==> src/hdl/lrpf_pkg.sv <==
// Shared types and constants for the page-organized line rasterizer framebuffer.
// Used by the front, queue, back and top level modules; depends on nothing.
`default_nettype none

package lrpf_pkg;

  localparam int SCREEN_WIDTH  = 84;
  localparam int SCREEN_HEIGHT = 48;
  localparam int STORE_PAGES   = (SCREEN_HEIGHT + 7) / 8;
  localparam int STORE_DEPTH   = SCREEN_WIDTH * STORE_PAGES;
  localparam int ADDR_W        = $clog2(STORE_DEPTH);

  // Bresenham error term: holds values from minus one full run up to one less than a run.
  localparam int ERR_W = 10;

  // Entries of the command queue between front and back.
  localparam int QUEUE_DEPTH = 2;

  typedef enum logic [1:0] {
    REQ_LINE  = 2'd0,
    REQ_CLEAR = 2'd1,
    REQ_READ  = 2'd2,
    REQ_NONE  = 2'd3
  } req_t;

  // One classified request, ready for the back end to carry out.
  typedef struct packed {
    req_t                   kind;
    logic                   on;
    logic                   steep;
    logic                   step_neg;
    logic signed [7:0]      maj_start;
    logic signed [7:0]      mnr_start;
    logic [7:0]             run;
    logic [7:0]             rise;
    logic                   rd_ok;
    logic [ADDR_W-1:0]      rd_addr;
  } cmd_t;

endpackage

`default_nettype wire

==> src/hdl/lrpf_queue.sv <==
// Short command queue that decouples the front end from the back end.
// Depends on lrpf_pkg for the command type and depth.
`default_nettype none

module lrpf_queue (
  input  wire logic        clk,
  input  wire logic        rst,
  input  wire logic        push,
  input  lrpf_pkg::cmd_t   push_cmd,
  output logic             full,
  input  wire logic        pop,
  output logic             not_empty,
  output lrpf_pkg::cmd_t   head
);
  import lrpf_pkg::*;

  localparam int PTR_W = (QUEUE_DEPTH > 1) ? $clog2(QUEUE_DEPTH) : 1;
  localparam int CNT_W = $clog2(QUEUE_DEPTH + 1);

  cmd_t             slots [QUEUE_DEPTH];
  logic [PTR_W-1:0] wr_ptr, rd_ptr;
  logic [CNT_W-1:0] count;

  assign full      = count == CNT_W'(QUEUE_DEPTH);
  assign not_empty = count != '0;
  assign head      = slots[rd_ptr];

  always_ff @(posedge clk) begin
    if (rst) begin
      wr_ptr <= '0;
      rd_ptr <= '0;
      count  <= '0;
    end else begin
      if (push) begin
        wr_ptr <= (wr_ptr == PTR_W'(QUEUE_DEPTH - 1)) ? '0 : wr_ptr + PTR_W'(1);
      end
      if (pop) begin
        rd_ptr <= (rd_ptr == PTR_W'(QUEUE_DEPTH - 1)) ? '0 : rd_ptr + PTR_W'(1);
      end
      if (push && !pop) begin
        count <= count + CNT_W'(1);
      end else if (pop && !push) begin
        count <= count - CNT_W'(1);
      end
    end
    if (push) begin
      slots[wr_ptr] <= push_cmd;
    end
  end

endmodule

`default_nettype wire

==> config.mk <==
export PLATFORM = sky130hd
export DESIGN_NAME = lrpf_queue
export DESIGN_NICKNAME = d
export VERILOG_FILES = /design/src/hdl/lrpf_pkg.sv /design/src/hdl/lrpf_queue.sv
export SDC_FILE = /design/constraint.sdc
export NUM_CORES = 1
export LEC_CHECK = 0
export BUFFER_PORTS_ARGS = -buffer_cell sky130_fd_sc_hd__clkbuf_2
export CAP_MARGIN = 20
export CORE_MARGIN = 4
export CORE_UTILIZATION = 51
export CTS_CLUSTER_DIAMETER = 80
export DETAILED_ROUTE_END_ITERATION = 10
export PLACE_DENSITY = 0.74
export SYNTH_ARGS = -nofsm -noshare
export SYNTH_HDL_FRONTEND = slang
export SYNTH_SLANG_ARGS = --single-unit
==> constraint.sdc <==
create_clock -name clk -period 3.9 [get_ports clk]
set_input_delay 0.195 -clock clk [delete_from_list [all_inputs] [get_ports clk]]
set_output_delay 0.195 -clock clk [all_outputs]
set_load 0.005 [all_outputs]
==> results.toml <==
[clock_tree]
clk_pin_slew_ps = 80
clockBufferDepth = 2
cts_sinks = 99
cts_tree = "yes"
cts_max_level = 3
post_cts_resized = 0
clockRootBuffer = "clkbuf_8"
cts_setup_buffers = 0
hold_buffers = 0
numCtsBuffers = 9
worstSkewPairLatency_ps = 340

[sta]
worst_slew_pin_slew_ps = 668
slew_violations = 0
setup_ws_ps = 1990
slew_headroom = 0.554
finClkSkew_ps = 7.02
hold_viol_final = 0
setup_violations = 0
rsz0062_at_grt = "false"
period_share = 0.490
fin_crit_ps = 1910
fin_setup_tns_ps = 0
max_clock_freq_ghz = 0.524
whs_ps = 33.8

[placement]
dpl_cell_area_sq_um = 4240
finalWeightedCongestion = 0.706
dp_hpwl_microns = 3960
pre_cts_ws_ps = 2160
numPortBuffers = 99

[synthesis]
syn_avg_cell_area_sq_um = 21.5
seq_area_frac_synth = 0.810
synth_nets = 220
synth_area_sq_um = 3610
yosysWarnings = 0
synth_area_leaders = "edfxtp_1 78%, mux2_2 15%, dfxtp_1 2.8%"
synth_top_area_share = 0.782
ys_types = 18
synthCells = 168
ys_ff_latch = 99
synth_top_cell_by_area = "edfxtp_1"

[route]
firstDrtPassIters = 4
post-route-drc-count = 0
vias = 1823
viasPerCell = 4.84
wl_per_cell_microns = 15.5
finalWirelength_microns = 5840
drt_iter0_drc = 29
ant_nets = 0

[floorplanning]
num_rows = 30
initial_core_util = 0.528
die_x_microns = 92.1
fp.dieArea_sq_um = 8490
core_area_sq_um = 6830
die_y_microns = 92.1
ios = 100

[worst_setup_path]
endpoint_kind = "output pin"
required_ps = 3700
rr_startpoint = "wr_ptr"
crit_fanout = 31
worst_ep_arrival_time_ps = 1720
startpoint_type = "flip-flop"
crit_type = "reg2out"

[global_routing]
overflow = 0
antenna_found_initial = 0
grt_max_degree = 32
grt_pass1_vias = 1973
grt_pass1_wl_microns = 9480
grtUsageTotal = 0.148

[hold_path]
min_path_type = "in2reg"
min-delay-start = "push_cmd[38]"

[layout]
final_cell_mix = "99 x clkbuf_2, 94 x edfxtp_1, 47 x mux2_2"
num_antenna_cells = 0
layout.cells.most_common = "clkbuf_2"
fillers = 511
nNetsFinal = 328
area_delta_synth_final_pct = 22.5
layout-drive-gt1-share = 0.594
postLayoutCellArea_sq_um = 4420
final_util = 0.647

[status]
status = "finished, final reports clean"

[power]
pwr_density_cell_nw_per_um2 = 475
leakage_nw = 1.68
peakVddDrop_uv = 261

[flow_run]
cap_violations = 0
[critical path: stages (launching register included)]
cell,delay [ps]
dfxtp_2,610
buf_12,260
mux2_2,380
clkbuf_2,120
[flip-flops by register name (all words and copies together), names as in the netlist, named ones only]
| signal | flops |
|---|---|
| count | 2 |
| rd_ptr | 1 |
| slots | 94 |
| wr_ptr | 1 |
[path summary, 6_finish.rpt]
kind                        to  slack, ps  cells past startpoint
hold / removal    slots[0][38]         30                      1
setup / recovery      head[31]       1990                      3
setup reg to reg  slots[0][16]       2190                      2
hold reg to reg       count[1]        510                      2
[per-layer routing]
| layer | GRT usage | vias to the layer above | part of all wire |
|---|---|---|---|
| met2 | 0.227 | 71 | 0.47 |
| met3 | 0.0361 | 11 | 0.066 |
| li1 | - | 865 | - |
| met1 | 0.194 | 876 | 0.44 |
| met4 | 0.0854 | 0 | 0.024 |
| met5 | 0 | - | 0 |
[layout make-up]
| class | instances | area (sq um) | share of cell area |
|---|---|---|---|
| tap | 96 | 120 | 0.0272 |
| clock buffer | 11 | 131 | 0.0297 |
| multi-input combinational | 63 | 644 | 0.146 |
| sequential | 99 | 2920 | 0.661 |
| timing repair buffer | 102 | 543 | 0.123 |
| inverter | 1 | 3.75 | 0.000849 |
| clock inverter | 5 | 53.8 | 0.0122 |
[cells by family after synthesis]
kind of cell,Yosys count,share of synthesized area
AOI/OAI and AO/OA,2,0.00277
xor gates and xnor gates,4,0.00971
adders and majority gates,1,0.00347
buffers and inverters,6,0.0139
DFF,99,0.810
muxes,47,0.147
and+or+nand+nor,9,0.0135
[synthesized netlist by cell type]
cell type and instances:
a21oi_1 1, and2_1 1, and2b_2 1, buf_2 1, buf_4 1, buf_6 3
dfxtp_1 5, edfxtp_1 94, ha_1 1, inv_1 1, mux2_2 47, nor2_1 4
nor2b_1 1, o21ai_0 1, or2_2 1, or3_1 1, xnor2_1 2, xor2_1 2
[report_power, final]
part	leakage, nW	total [mW]	internal, mW	switching, mW
clock	0.0870	0.610	0.294	0.316
sequential	0.924	1.26	1.24	0.0233
combinational	0.671	0.230	0.125	0.106
total	1.68	2.10	1.65	0.445
[metrics by stage]
| stage | cells | total power [mW] |
|---|---|---|
| 2_1_floorplan | 168 | 1.41 |
| 3_3_place_gp | 359 | 1.51 |
| 3_5_place_dp | 361 | 1.52 |
| 4_1_cts | 377 | 2.13 |
| 5_1_grt | 377 | 2.19 |
| 6_report | 377 | 2.10 |
No activity file was read; power rests on OpenSTA's default activity.
