File: src/hdl/lrpf_pkg.sv
// Shared types and constants for the page-organized line rasterizer framebuffer.
// Used by the front, queue, back and top level modules; depends on nothing.
`default_nettype none

package lrpf_pkg;

  localparam int SCREEN_WIDTH  = 84;
  localparam int SCREEN_HEIGHT = 48;
  localparam int STORE_PAGES   = (SCREEN_HEIGHT + 7) / 8;
  localparam int STORE_DEPTH   = SCREEN_WIDTH * STORE_PAGES;
  localparam int ADDR_W        = $clog2(STORE_DEPTH);

  // Bresenham error term: holds values from minus one full run up to one less than a run.
  localparam int ERR_W = 10;

  // Entries of the command queue between front and back.
  localparam int QUEUE_DEPTH = 2;

  typedef enum logic [1:0] {
    REQ_LINE  = 2'd0,
    REQ_CLEAR = 2'd1,
    REQ_READ  = 2'd2,
    REQ_NONE  = 2'd3
  } req_t;

  // One classified request, ready for the back end to carry out.
  typedef struct packed {
    req_t                   kind;
    logic                   on;
    logic                   steep;
    logic                   step_neg;
    logic signed [7:0]      maj_start;
    logic signed [7:0]      mnr_start;
    logic [7:0]             run;
    logic [7:0]             rise;
    logic                   rd_ok;
    logic [ADDR_W-1:0]      rd_addr;
  } cmd_t;

endpackage

`default_nettype wire

File: src/hdl/lrpf_front.sv
// Front end: holds one accepted request word and classifies it into a command.
// Depends on lrpf_pkg; feeds lrpf_queue.
`default_nettype none

module lrpf_front (
  input  wire logic               clk,
  input  wire logic               rst,
  input  wire logic               in_valid,
  output logic                    in_stall,
  input  wire logic [1:0]         req_type,
  input  wire logic signed [7:0]  x_start,
  input  wire logic signed [7:0]  y_start,
  input  wire logic signed [7:0]  x_end,
  input  wire logic signed [7:0]  y_end,
  input  wire logic               pixel_on,
  input  wire logic [8:0]         byte_index,
  input  wire logic               init_busy,
  input  wire logic               q_full,
  output logic                    push,
  output lrpf_pkg::cmd_t          cmd
);
  import lrpf_pkg::*;

  logic              held;
  logic [1:0]        h_type;
  logic signed [7:0] h_xs, h_ys, h_xe, h_ye;
  logic              h_on;
  logic [8:0]        h_idx;

  logic signed [8:0] dx, dy;
  logic [7:0]        adx, ady;
  logic              steep, swap;
  logic signed [7:0] a_maj, a_mnr, b_maj, b_mnr, s_mnr, e_mnr;
  logic              accept;

  assign push     = held && !q_full;
  assign in_stall = init_busy || (held && q_full);
  assign accept   = in_valid && !in_stall;

  always_ff @(posedge clk) begin
    if (rst) begin
      held <= 1'b0;
    end else if (accept) begin
      held <= 1'b1;
    end else if (push) begin
      held <= 1'b0;
    end
    if (accept) begin
      h_type <= req_type;
      h_xs   <= x_start;
      h_ys   <= y_start;
      h_xe   <= x_end;
      h_ye   <= y_end;
      h_on   <= pixel_on;
      h_idx  <= byte_index;
    end
  end

  // Line setup: pick the major axis, order the ends along it, and find the
  // direction of the minor axis; then fill in the command and the read range check.
  always_comb begin
    dx    = {h_xe[7], h_xe} - {h_xs[7], h_xs};
    dy    = {h_ye[7], h_ye} - {h_ys[7], h_ys};
    adx   = dx[8] ? 8'(-dx) : dx[7:0];
    ady   = dy[8] ? 8'(-dy) : dy[7:0];
    steep = ady > adx;
    a_maj = steep ? h_ys : h_xs;
    a_mnr = steep ? h_xs : h_ys;
    b_maj = steep ? h_ye : h_xe;
    b_mnr = steep ? h_xe : h_ye;
    swap  = a_maj > b_maj;
    s_mnr = swap ? b_mnr : a_mnr;
    e_mnr = swap ? a_mnr : b_mnr;

    cmd.kind      = req_t'(h_type);
    cmd.on        = h_on;
    cmd.steep     = steep;
    cmd.step_neg  = !(s_mnr < e_mnr);
    cmd.maj_start = swap ? b_maj : a_maj;
    cmd.mnr_start = s_mnr;
    cmd.run       = steep ? ady : adx;
    cmd.rise      = steep ? adx : ady;
    cmd.rd_ok     = 32'(h_idx) < STORE_DEPTH;
    cmd.rd_addr   = ADDR_W'(h_idx);
  end

endmodule

`default_nettype wire

File: config.mk
export PLATFORM = sky130hd
export DESIGN_NAME = lrpf_front
export DESIGN_NICKNAME = d
export VERILOG_FILES = /design/src/hdl/lrpf_pkg.sv /design/src/hdl/lrpf_front.sv
export SDC_FILE = /design/constraint.sdc
export NUM_CORES = 1
export LEC_CHECK = 0
export ABC_AREA = 1
export BUFFER_PORTS_ARGS = -buffer_cell sky130_fd_sc_hd__buf_4
export CELL_PAD_IN_SITES_DETAIL_PLACEMENT = 0
export CELL_PAD_IN_SITES_GLOBAL_PLACEMENT = 2
export CORE_UTILIZATION = 31
export DETAILED_ROUTE_END_ITERATION = 7
export PLACE_DENSITY = 0.94
export SLEW_MARGIN = 20
export SYNTH_ARGS = -nofsm -noshare
export SYNTH_HDL_FRONTEND = slang
export SYNTH_SLANG_ARGS = --single-unit
File: constraint.sdc
create_clock -name clk -period 10.4 [get_ports clk]
set_clock_uncertainty 0.2 [all_clocks]
set_input_delay 3.12 -clock clk [delete_from_list [all_inputs] [get_ports clk]]
set_output_delay 3.12 -clock clk [all_outputs]
set_load 0.03 [all_outputs]
==> summary.md <==
| Metric | Value |
|---|---|
| Slew headroom | 58.39% |
| Fraction of layout cells with a size suffix above 1 | 23.77% |
| Dpl cells | 721 |
| WL per Instance | 12.89 um |
| Clk slew on worst S/H paths | 60 ps |
| First-pass GRT wire length | 15300 um |
| Total track usage | 14.98% |
| Initial antenna violation count | 0 |
| P&R area growth vs syn | 29.20% |
| Core Util, Final | 41.16% |
| Avg Cell Area, Syn | 7.824 um^2 |
| Critical path endpoint category | primary output |
| Gate Count Post-Synth | 489 |
| Yosys top cell by area | edfxtp_1 |
| Core area | 12010 um^2 |
| Clock buffer count from CTS | 5 |
| Ports | 98 |
| Tmin final | 9763 ps |
| Die extent in x | 113.1 um |
| Longest Clk Path Bufs | 2 |
| Final period util | 93.87% |
| Hold Buf Count CTS | 0 |
| Net Sw Frac | 54.43% |
| Hpwl dp | 7618 um |
| Top post-synthesis cells by count | nand2_1 (144), inv_1 (63), o21ai_0 (63) |
| Post-route cell area | 4943 um^2 |
| Synthesis-stage register bit count | 45 |
| TritonCTS clock tree | built |
| Psw | 935.2 uW |
| Int Pwr | 783.0 uW |
| Ys Warns | 0 |
| Row count | 40 |
| Total congestion overflow | 0 |
| Post-Route WL | 9484 um |
| Final GP Congestion | 0.8318 |
| Total chip power | 1718 uW |
| Max H-tree Level | 2 |
| Max Fanout on Critical Path | 25 |
| Syn Nets | 581 |
| Vias in the first global route | 3277 |
| Outcome | completed |
| Worst skew pair latency | 280 ps |
| Hold/Removal Path Class | register to register |
| Most Frequent Cell on Critical Path | nand2_1 |
| Comb pwr share | 78.6% |
| Worst slew pin tran | 622.7 ps |
| Setup crit start kind | register |
| PD cells | 347.6 nW/um^2 |
| N_diodes | 0 |
| Cell area after synthesis | 3826 um^2 |
| Chip height | 113.1 um |
| Seq/Total Area, Yosys | 35.06% |
| Die footprint | 12790 um^2 |
| Via density | 4.673 |
| Placed inst area | 4698 um^2 |
| Max-Cap Viols | 0 |
| Antenna Nets Post-Route | 0 |
| Root Buffer | clkbuf_16 |
| Req. time, crit path | 7080 ps |
| Primary FF master, synth | edfxtp_1 |
| Pin count of the biggest net entering global routing | 69 |
| Final Max Tran Viols | 0 |
| Static Leakage | 0.002409 uW |
| DRC errors left | 0 |
| Nets@finish | 680 |
| Post-Layout Cell Count | 736 |
| VDD IR max | 0.0002075 V |
| # setup viols final | 0 |
| 1st-pass router iterations | 5 |
| Fin. Hold Viols | 0 |
| Clock tree sinks | 45 |
| CP peak stage delay | 420 ps |
| Setup TNS | 0 ps |
| Crit-path slowest cell | edfxtp_1 |
| Synth cell types | 37 |
| Async SR Flop Fraction | 0% |
| Crit path DAT | 6440 ps |
| Max Clock Freq | 0.1024 GHz |
| IO buf count | 97 |
| Drt first-iter violations | 144 |
| Via count | 3439 |
| Clock power share | 9.0% |
| Top-area cell type share of the netlist area | 34.53% |
| Synth top area cells | edfxtp_1 (35%), nand2_1 (14%), ha_1 (13%) |
| Post-synth EDFFs | 44 |
| Most frequent cell after synthesis | nand2_1 |
| Initial Util | 31.85% |
| Setup CP Type | register to primary output |
| Flop pwr share | 12.4% |
==> cells in the final DEF (no fill, tap or decap), drive strengths merged, types with 7 or more instances in the layout <==
cell type    n
xor2        13
nor2        21
clkbuf       7
nand2      147
a21oi       23
buf        106
nand3       15
edfxtp      44
inv         63
ha          41
o21ai       73
==> through the flow <==
stage | hold slack [ps] | worst slack, ps
2_1_floorplan | 323.7 | 748.8
3_3_place_gp | 347.2 | 922.1
3_5_place_dp | 384.0 | 713.0
4_1_cts | 403.4 | 371.5
5_1_grt | 490.7 | -25.44
6_report | 400.8 | 637.2
==> logic make-up (layout without fill, tap and decap cells) <==
family	after synthesis	in the layout	synth area share [%]
simple gates	197	198	21.16
xor+xnor	19	19	5.330
compound gates	105	105	15.37
buf+inv	80	179	8.633
flops	45	45	35.06
fa+ha+maj	43	43	14.45
==> layout make-up <==
class	instances	area [um^2]
Tap cell	147	183.9
Fill cell	1223	7068
Clock inverter	2	15.01
Inverter	64	244.0
Multi-Input combinational cell	365	2196
Clock buffer	6	128.9
Sequential cell	45	1341
Timing Repair Buffer	107	834.6
==> timing repair <==
| item | in CTS | in global routing |
|---|---|---|
| setup buffers | 0 | 5 |
| resized for setup | 0 | 11 |
| endpoints found under the setup margin | 0 | 1 |
==> power by group through the flow <==
stage | Combinational (uW) | Clock, uW | Sequential, uW
finish | 1350 | 155 | 214
global route | 1500 | 164 | 215
CTS | 1280 | 158 | 214
detailed placement | 1280 | 0 | 218
global placement | 1270 | 0 | 217
floorplan | 890 | 0 | 220
==> flip-flops by register name, indices dropped and copies added, names as in the netlist <==
name and count:
held 1, h_ys 8, h_ye 8, h_type 2, h_idx 9, h_xs 8
h_on 1, h_xe 8
==> critical path, delay by kind of cell (launching register included) <==
family | cells | cell delay (ps)
AOI/OAI and AO/OA | 5 | 630
xor gates and xnor gates | 1 | 240
buffers and inverters | 6 | 860
adders and majority gates | 5 | 1560
and+or+nand+nor | 23 | 2420
DFF | 1 | 420
==> path summary, 6_finish.rpt <==
kind                          start                 to  slack (ps)  cells after the start
setup / recovery  h_ys[0]$_DFFE_PP_            cmd[42]         640                     40
hold / removal    held$_SDFFE_PP0P_  held$_SDFFE_PP0P_         400                      4
setup reg to reg  held$_SDFFE_PP0P_  h_xs[6]$_DFFE_PP_        8240                      5
hold reg to reg   held$_SDFFE_PP0P_  held$_SDFFE_PP0P_         400                      4
==> layer usage <==
layer  GRT usage [%]  part of all wire (%)  routed length (um)
met1           20.01                    46                4392
met2           25.40                    47                4467
met3           2.410                   5.7                 539
met4           3.421                  0.90                  85
met5               0                     0                   0
(Power assumes the default switching activity.)
